### src/hw/rtl/svmp_pkg.sv
package svmp_pkg;

    // default number of entries in one bank
    localparam int CAPACITY_DEF = 1024;

    // depth of the queue between front and back
    localparam int QUEUE_DEPTH = 2;

    // action codes on the input port
    localparam logic [1:0] ACT_CLEAR = 2'd0;
    localparam logic [1:0] ACT_MERGE = 2'd1;
    localparam logic [1:0] ACT_READ  = 2'd2;

    // status codes on the result port
    localparam logic [1:0] STAT_OK       = 2'd0;
    localparam logic [1:0] STAT_OVERFLOW = 2'd1;
    localparam logic [1:0] STAT_ORDER    = 2'd2;
    localparam logic [1:0] STAT_RANGE    = 2'd3;

    // combine rules for equal ids
    localparam logic [1:0] POOL_SUM = 2'd0;
    localparam logic [1:0] POOL_MAX = 2'd1;
    localparam logic [1:0] POOL_MIN = 2'd2;

    // decoded operation
    typedef enum logic [1:0] {
        OP_CLEAR,
        OP_MERGE,
        OP_READ,
        OP_NONE
    } op_t;

    // one classified beat in the queue
    typedef struct packed {
        op_t         op;
        logic        bad_order;
        logic [31:0] voxel_id;
        logic [31:0] voxel_value;
        logic        last_in_tensor;
        logic [9:0]  read_index;
    } item_t;

    // back-end sequencer states
    typedef enum logic [2:0] {
        ST_IDLE,
        ST_FETCH,
        ST_MATCH,
        ST_VOXEL_DONE,
        ST_FLUSH_FETCH,
        ST_FLUSH_EMIT,
        ST_READ_WAIT
    } back_state_t;

endpackage

### src/hw/rtl/svmp_queue.sv
module svmp_queue
    import svmp_pkg::*;
(
    input  logic  clk,
    input  logic  rst_n,
    input  logic  push,
    input  item_t push_item,
    input  logic  pop,
    output logic  full,
    output logic  empty,
    output item_t head
);

    localparam int PW = (QUEUE_DEPTH > 1) ? $clog2(QUEUE_DEPTH) : 1;
    localparam int CW = $clog2(QUEUE_DEPTH + 1);

    item_t         slot_reg [QUEUE_DEPTH];
    logic [PW-1:0] wr_ptr_reg, wr_ptr_next;
    logic [PW-1:0] rd_ptr_reg, rd_ptr_next;
    logic [CW-1:0] fill_reg, fill_next;
    logic          do_push, do_pop;

    assign full    = (fill_reg == CW'(QUEUE_DEPTH));
    assign empty   = (fill_reg == '0);
    assign head    = slot_reg[rd_ptr_reg];
    assign do_push = push && !full;
    assign do_pop  = pop && !empty;

    // pointer and fill updates
    always_comb
    begin
        wr_ptr_next = wr_ptr_reg;
        rd_ptr_next = rd_ptr_reg;
        fill_next   = fill_reg;
        if (do_push)
        begin
            wr_ptr_next = (wr_ptr_reg == PW'(QUEUE_DEPTH - 1)) ? '0 : wr_ptr_reg + 1'b1;
        end
        if (do_pop)
        begin
            rd_ptr_next = (rd_ptr_reg == PW'(QUEUE_DEPTH - 1)) ? '0 : rd_ptr_reg + 1'b1;
        end
        if (do_push && !do_pop)
        begin
            fill_next = fill_reg + 1'b1;
        end
        else if (do_pop && !do_push)
        begin
            fill_next = fill_reg - 1'b1;
        end
    end

    always_ff @(posedge clk or negedge rst_n)
    begin
        if (!rst_n)
        begin
            wr_ptr_reg <= '0;
            rd_ptr_reg <= '0;
            fill_reg   <= '0;
        end
        else
        begin
            wr_ptr_reg <= wr_ptr_next;
            rd_ptr_reg <= rd_ptr_next;
            fill_reg   <= fill_next;
        end
    end

    // payload slots
    always_ff @(posedge clk)
    begin
        if (do_push)
        begin
            slot_reg[wr_ptr_reg] <= push_item;
        end
    end

endmodule

### src/hw/rtl/svmp_front.sv
module svmp_front
    import svmp_pkg::*;
(
    input  logic        clk,
    input  logic        rst_n,
    input  logic        start,
    output logic        busy,
    input  logic [1:0]  action,
    input  logic [31:0] voxel_id,
    input  logic [31:0] voxel_value,
    input  logic        last_in_tensor,
    input  logic [9:0]  read_index,
    input  logic        q_pop,
    output logic        q_empty,
    output item_t       q_head
);

    logic        accept;
    logic        q_full;
    item_t       item;
    op_t         op;
    logic        bad_order;
    logic [31:0] prev_id_reg, prev_id_next;
    logic        have_prev_reg, have_prev_next;

    assign busy   = q_full;
    assign accept = start && !q_full;

    // decode the action
    always_comb
    begin
        case (action)
            ACT_CLEAR: op = OP_CLEAR;
            ACT_MERGE: op = OP_MERGE;
            ACT_READ:  op = OP_READ;
            default:   op = OP_NONE;
        endcase
    end

    // id order check against the last merged id of this tensor
    assign bad_order = have_prev_reg && (voxel_id <= prev_id_reg);

    always_comb
    begin
        item.op             = op;
        item.bad_order      = bad_order;
        item.voxel_id       = voxel_id;
        item.voxel_value    = voxel_value;
        item.last_in_tensor = last_in_tensor;
        item.read_index     = read_index;
    end

    // tracking of the previous id
    always_comb
    begin
        prev_id_next   = prev_id_reg;
        have_prev_next = have_prev_reg;
        if (accept)
        begin
            if (op == OP_CLEAR)
            begin
                prev_id_next   = '0;
                have_prev_next = 1'b0;
            end
            else if (op == OP_MERGE)
            begin
                if (last_in_tensor)
                begin
                    prev_id_next   = '0;
                    have_prev_next = 1'b0;
                end
                else if (!bad_order)
                begin
                    prev_id_next   = voxel_id;
                    have_prev_next = 1'b1;
                end
            end
        end
    end

    always_ff @(posedge clk or negedge rst_n)
    begin
        if (!rst_n)
        begin
            prev_id_reg   <= '0;
            have_prev_reg <= 1'b0;
        end
        else
        begin
            prev_id_reg   <= prev_id_next;
            have_prev_reg <= have_prev_next;
        end
    end

    svmp_queue u_queue (
        .clk       (clk),
        .rst_n     (rst_n),
        .push      (accept),
        .push_item (item),
        .pop       (q_pop),
        .full      (q_full),
        .empty     (q_empty),
        .head      (q_head)
    );

endmodule

### config.mk
export PLATFORM = sky130hd
export DESIGN_NAME = svmp_front
export DESIGN_NICKNAME = d
export VERILOG_FILES = /design/src/hw/rtl/svmp_pkg.sv /design/src/hw/rtl/svmp_queue.sv /design/src/hw/rtl/svmp_front.sv
export SDC_FILE = /design/constraint.sdc
export NUM_CORES = 1
export LEC_CHECK = 0
export ABC_AREA = 1
export BUFFER_PORTS_ARGS = -buffer_cell sky130_fd_sc_hd__buf_2
export CORE_ASPECT_RATIO = 1.2
export CORE_MARGIN = 3
export CORE_UTILIZATION = 55
export CTS_CLUSTER_DIAMETER = 200
export CTS_CLUSTER_SIZE = 16
export DETAILED_ROUTE_END_ITERATION = 16
export GPL_TIMING_DRIVEN = 0
export MAX_ROUTING_LAYER = met4
export PLACE_DENSITY_LB_ADDON = 0.08
export SYNTH_ARGS = -nofsm -noshare
export SYNTH_HDL_FRONTEND = slang
export SYNTH_SLANG_ARGS = --single-unit
### constraint.sdc
create_clock -name clk -period 5.6 [get_ports clk]
set_clock_uncertainty 0.15 [all_clocks]
set_input_delay 1.12 -clock clk [delete_from_list [all_inputs] [get_ports clk]]
set_output_delay 1.12 -clock clk [all_outputs]
set_load 0.05 [all_outputs]
==> results of run 1 <==
metal layers:
metal	track usage [%]	share of wire, %	up-vias
met1	26.16	40	2635
met4	9.541	2.8	0
met2	36.29	51	168
met5	-	0	-
met3	4.263	5.7	31
li1	-	-	2794
area by class of cell:
type,instances,area (um^2),area share [%]
sequential,193,5610,56.55
multi-input combinational,457,2211,22.29
timing repair buffer,165,915.9,9.232
inverter,46,172.7,1.740
tap,200,250.2,2.522
antenna,2,5.005,0.05045
clock inverter,13,161.4,1.627
clock buffer,17,425.4,4.288
buffer,31,168.9,1.703
cells in the final DEF (no fill, tap or decap), types with 11 or more instances in the layout:
master and n:
buf_2 165, nand4_1 34, dfrtp_1 37, nor2_1 16, a21oi_1 14, clkbuf_16 17
clkbuf_1 19, ha_1 33, inv_1 45, nand2_1 328, edfxtp_1 156, nand2_2 11
worst min-delay path, stage by stage (launching register included):
cell,delay (ns)
dfrtp_1,0.34
nand2_1,0.05
nand2_1,0.05
cell families (layout without fill, tap and decap cells):
family / count (synthesis) / after routing / share of synthesized area, %
other cells: 0 / 2 / 0
compound gates: 21 / 21 / 1.351
simple gates: 400 / 400 / 20.21
fa+ha+maj: 33 / 33 / 5.068
buf+inv: 77 / 272 / 4.192
flops: 193 / 193 / 68.86
xor+xnor: 3 / 3 / 0.3225
report_power, final:
group | leakage [nW] | internal [mW] | switching [mW]
sequential | 1.93 | 1.94 | 0.111
combinational | 2.30 | 0.604 | 2.02
clock | 0.279 | 0.698 | 0.505
per-stage QoR:
step	TNS [ns]	cells
floorplan	0	727
global route	0	1124
detailed placement	0	1092
CTS	0	1122
finish	0	1124
global placement	-229.91	1087
worst max-delay path by stage:
| stage | slack [ns] | to | startpoint | cells past startpoint |
|---|---|---|---|---|
| 2_1_floorplan | 0.40 | u_queue.slot_reg[1][0] | start | 2 |
| 3_3_place_gp | -1.52 | u_queue.slot_reg[1][70] | start | 3 |
| 3_5_place_dp | 2.42 | q_head[75] | u_queue.rd_ptr_reg | 6 |
| 4_1_cts | 1.95 | q_head[63] | u_queue.rd_ptr_reg | 6 |
| 5_1_grt | 1.83 | q_head[70] | u_queue.rd_ptr_reg | 6 |
| 6_report | 2.01 | q_head[71] | u_queue.rd_ptr_reg | 6 |
==> results by group, run 1 <==
Outcome
  • Status: complete, no violations

Critical path
  • Worst EP arrival: 2.32 ns
  • Crit-path max FO: 10
  • CP top delay family: buffers and inverters
  • Worst reg2reg path depth: 14
  • Capturing element type of the critical path: output port
  • Startpoint types: flip-flop
  • Setup CP Type: flip-flop to output port
  • Critical path buffer and inverter count: 4
  • RR Endpoint: prev_id_reg[26]
  • Req. time, crit path: 4.33 ns
  • R2R Path Start: prev_id_reg[15]
  • CP max stage delay: 0.49 ns
  • CP cell instances: buf_2 -> clkbuf_1 -> buf_1 -> nand2_1 -> nand2_1 -> buf_2
  • Crit-path slowest cell: clkbuf_1
  • Slack of the worst reg-to-reg path: 3.41 ns

Routing
  • Via count: 5,628
  • Drt wl/cell: 15.03 um
  • Drt via density: 5.007
  • Starting DRT DRC Count: 317
  • DRC Markers: 0
  • Post-route ant nets: 0
  • Final WL: 16,890 um
  • DR pass1 iterations: 5

Finish
  • Layout cell share with drive strength beyond 1: 24.40%
  • Largest register FFs: 156
  • Final Util: 68.54%
  • Fill cell count: 1,085
  • Final instance area: 9921 um^2
  • P&R area growth vs syn: 21.76%
  • Nets: 1,025

Synth
  • Top post-synthesis cells by count: nand2_1 (328), edfxtp_1 (156), inv_1 (45), dfrtp_1 (37), nand4_1 (34)
  • Async SR Flop Fraction: 19.17%
  • Mapped Cells: 727
  • Post-synth top area cell: edfxtp_1
  • Top-area cell type share of the netlist area: 57.49%
  • Seq/Total Area, Yosys: 68.86%
  • Yosys Warn Count: 0
  • Synth Register Bits: 193
  • Post-synth cell types: 27
  • Dominant cell by count in the synthesized netlist: nand2_1
  • Ys flop type: edfxtp_1
  • Dominant cells by area after synthesis: edfxtp_1 (57%), nand2_1 (15%), dfrtp_1 (11%), ha_1 (5.1%), nand4_1 (2.6%)
  • EDFF count, synth: 156
  • Syn_area_per_cell: 11.21 um^2
  • Post-synthesis net count: 841
  • Post-Syn Area: 8148 um^2

Timing
  • Final worst slack: 2.006 ns
  • Achievable Freq: 0.2782 GHz
  • Minimum clock period: 3.594 ns
  • Worst slew pin tran: 0.8808 ns
  • Tcrit/Tclk final: 64.19%
  • WHS: 0.3226 ns
  • Worst slew margin: 41.28%
  • Setup violations, final: 0
  • Final hold vios: 0
  • RSZ-0062 raised after global routing: no
  • Max-slew violation count: 0

CTS
  • Clock-pin slew on the worst setup and hold paths: 0.07 ns
  • Worst-Skew Late Latency: 0.43 ns
  • CTS Buf Count: 17
  • CTS tree: built
  • CTS Hold Bufs: 0
  • Post-CTS Setup Repair Bufs: 0
  • Post-CTS resize count: 0
  • H-tree Lvls: 4
  • CTS Buffer Depth: 2
  • Root buf cell: clkbuf_16
  • CTS Sinks: 193

Placed design
  • Port bufs: 160
  • Post-DP Area: 9329 um^2
  • Hpwl dp: 12,130 um
  • Post-place setup slack: 2.415 ns
  • Global placement routability congestion: 0.7840

GRT
  • First-pass GRT wire length: 26,920 um
  • Vias in the first global route: 5,663
  • Largest net degree at the start of global routing: 38
  • Initial antenna violation count: 2
  • Total grt overflow: 0
  • Gr usage total: 22.02%

Min path
  • Hold Crit Start: prev_id_reg[21]
  • Min-Delay Path Class: flip-flop to flip-flop
  • Hold path depth: 2
  • Min-Delay Endpoint: prev_id_reg[21]

Floorplan
  • Placement row count: 48
  • Die Y: 139.3 um
  • Die X: 117.1 um
  • Starting Density: 56.29%
  • I/O pin cnt: 161
  • Total die area: 16,320 um^2
  • Core area: 14,470 um^2

Pwr
  • Design Power: 5.882 mW
  • Leakage Power: 4.515 nW
  • Peak supply drop: 0.2586 mV
  • Power density cells: 592.9 nW/um^2

Run
  • Max Cap Violations: 0
No activity file was read; power rests on OpenSTA's default activity.
==> run 2, diff against run 1 <==
Settings changed: ABC_AREA 1 to 0, CORE_UTILIZATION 55 to 50.
Clock period 5.6 ns to 3.3 ns, I/O delays scaled along.
==> results by group, run 2 <==
Synth
  • EDFF count, synth: 156
  • Complex-gate fraction of the synthesized area: 2.746%
  • Seq/Total Area, Yosys: 69.96%
  • Adder-cell area share of the yosys netlist: 5.149%
  • Largest family of logic cells by synthesized area: multiplexers
  • Post-synth top area cell: edfxtp_1
  • Simple logic cell fraction of the synthesized area: 3.776%
  • Post-Syn Area: 8019 um^2
  • Synth Register Bits: 193
  • Ys flop type: edfxtp_1
  • Yosys Warn Count: 0
  • Top-area cell type share of the netlist area: 58.42%
  • Post-synthesis net count: 604
  • Post-synthesis mux area share: 15.10%
  • Mapped Cells: 490
  • Dominant cell by count in the synthesized netlist: edfxtp_1
  • Syn_area_per_cell: 16.37 um^2
  • Async SR Flop Fraction: 19.17%
  • Post-synth cell types: 34
  • Synth Area in XOR/XNOR: 0.5461%
  • Top post-synthesis cells by count: edfxtp_1 (156), mux2_2 (80), nand2_1 (42), dfrtp_1 (37), inv_1 (35)
  • Dominant cells by area after synthesis: edfxtp_1 (58%), dfrtp_1 (12%), mux2_2 (11%), ha_1 (5.1%), mux2i_1 (3.9%)

Timing
  • Setup violations, final: 0
  • Minimum clock period: 3.027 ns
  • Achievable Freq: 0.3304 GHz
  • Final TNS setup: 0 ns
  • Final worst slack: 0.2730 ns
  • Worst slew pin tran: 0.8666 ns
  • RSZ-0062 raised after global routing: no
  • Worst slew margin: 42.22%
  • Final hold vios: 0
  • WHS: 0.1998 ns
  • Max-slew violation count: 0
  • Tcrit/Tclk final: 91.73%

Critical path
  • Req. time, crit path: 2.49 ns
  • CP cell instances: clkbuf_2 -> buf_2 -> mux2_2 -> buf_2
  • Crit-path max FO: 10
  • Slack of the worst reg-to-reg path: 0.80 ns
  • R2R Path Start: prev_id_reg[30]
  • Capturing element type of the critical path: output port
  • CP max stage delay: 0.52 ns
  • Most used cell, CP: buf_2
  • Setup CP Type: flip-flop to output port
  • Startpoint types: flip-flop
  • Worst reg2reg path depth: 8
  • Crit-path slowest cell: dfrtp_1
  • RR Endpoint: prev_id_reg[9]
  • Worst EP arrival: 2.22 ns

Finish
  • Fin cells: 892
  • Most frequent cells in the layout: buf_2 (161), edfxtp_1 (156), mux2_2 (80)
  • Reg area: 5610 um^2
  • P&R area growth vs syn: 21.22%
  • Commonest non-fill, non-tap cell in the layout: buf_2
  • Final Util: 62.15%
  • Multi-input gate area: 2203 um^2
  • Fill cell count: 1,210
  • Nets: 785
  • Final instance area: 9721 um^2
  • Layout cell share with drive strength beyond 1: 41.81%
  • Largest register FFs: 156
  • N_diodes: 0

Routing
  • Post-route ant nets: 0
  • Starting DRT DRC Count: 200
  • DR pass1 iterations: 4
  • Drt wl/cell: 16.61 um
  • Final WL: 14,820 um
  • Via count: 4,501
  • DRC Markers: 0
  • Drt via density: 5.046

Pwr
  • Sequential Power Share: 37.2%
  • Sw Pwr: 3.839 mW
  • Leakage Power: 3.842 nW
  • Pint: 5.567 mW
  • Power density cells: 967.7 nW/um^2
  • Peak supply drop: 0.4156 mV
  • Switching Fraction: 40.81%
  • Design Power: 9.406 mW
  • Comb power frac: 42.2%
  • Clock Power Share: 20.5%

GRT
  • Busiest layer in global routing: met2
  • Met2 Track Usage GR: 30.60%
  • First-pass GRT wire length: 23,630 um
  • M3 GR Usage: 4.666%
  • Total grt overflow: 0
  • Initial antenna violation count: 0
  • Met1 usage: 21.35%
  • Largest net degree at the start of global routing: 56
  • Vias in the first global route: 4,727
  • Gr usage total: 18.17%

CTS
  • Root buf cell: clkbuf_16
  • CTS Buf Count: 17
  • CTS Hold Bufs: 0
  • Worst-Skew Late Latency: 0.42 ns
  • Clock-pin slew on the worst setup and hold paths: 0.07 ns
  • CTS Sinks: 193
  • CTS tree: built
  • CTS Buffer Depth: 2
  • Post-CTS Setup Repair Bufs: 0
  • H-tree Lvls: 4

Floorplan
  • I/O pin cnt: 161
  • Die Y: 144.7 um
  • Core area: 15,640 um^2
  • Starting Density: 51.27%
  • Total die area: 17,600 um^2
  • Placement row count: 50
  • Die X: 121.6 um

Placed design
  • Port bufs: 160
  • Hpwl dp: 10,590 um
  • Post-place setup slack: 0.06088 ns
  • Global placement routability congestion: 0.7905
  • Post-DP Area: 9160 um^2
  • Placed Cells: 861

Outcome
  • Status: complete, no violations

Min path
  • Min-Delay Path Class: primary input to asynchronous set/reset pin

Run
  • Max Cap Violations: 0
-- run 2: cell count changes in the layout (fill, tap and decap cells not counted), moves of 4 or more --
cell / delta
buf_2: -4
clkbuf_1: -8
inv_1: -10
mux2_2: +80
mux2i_1: +31
nand2_1: -286
nand2_2: -11
nand4_1: -28
nor2_1: -9
-- run 2: critical path, delay by kind of cell (launching register included) --
kind / cells / cell delay [ns]
buf+inv: 3 / 0.90
flops: 1 / 0.52
mux: 1 / 0.37
-- run 2: final cells by class --
type	instances	area share, %
buffer	16	0.8753
timing repair buffer	163	8.933
clock inverter	15	1.403
sequential	193	57.72
multi-input combinational	245	22.67
inverter	35	1.352
clock buffer	17	4.376
tap	208	2.677
-- run 2: per-layer routing --
layer	part of all wire, %	vias to the layer above
li1	-	2182
met1	41	2192
met2	52	115
met3	5.5	12
met4	1.2	0
met5	0	-
-- run 2: worst max path at each step --
stage	from	to	slack [ns]	depth (start not counted)
global placement	start	u_queue.slot_reg[1][30]	-0.93	2
finish	u_queue.rd_ptr_reg	q_head[60]	0.27	4
floorplan	start	u_queue.slot_reg[1][0]	0.17	1
detailed placement	u_queue.rd_ptr_reg	q_head[60]	0.06	5
CTS	u_queue.rd_ptr_reg	q_head[60]	0.04	5
global route	u_queue.rd_ptr_reg	q_head[58]	0.11	4
-- run 2: logic make-up (layout without fill, tap and decap cells) --
group | Yosys count | count (layout)
muxes | 111 | 111
AOI/OAI and AO/OA | 29 | 29
and+or+nand+nor | 67 | 67
DFF | 193 | 193
buffers and inverters | 52 | 246
xor gates and xnor gates | 5 | 5
adders and majority gates | 33 | 33
-- run 2: timing repair --
| action | CTS | global route |
|---|---|---|
| setup endpoints to repair | 10 | 10 |
| gates cloned | 0 | 0 |
| resized for setup | 2 | 0 |
-- run 2: power groups by stage --
stage / clock, mW / sequential, mW / combinational [mW]
after global placement: 0 / 3.56 / 3.92
after CTS: 1.98 / 3.49 / 4.06
after global routing: 2.07 / 3.56 / 4.27
after detailed placement: 0 / 3.54 / 4.04
after floorplan: 0 / 3.52 / 3.11
final: 1.93 / 3.50 / 3.97
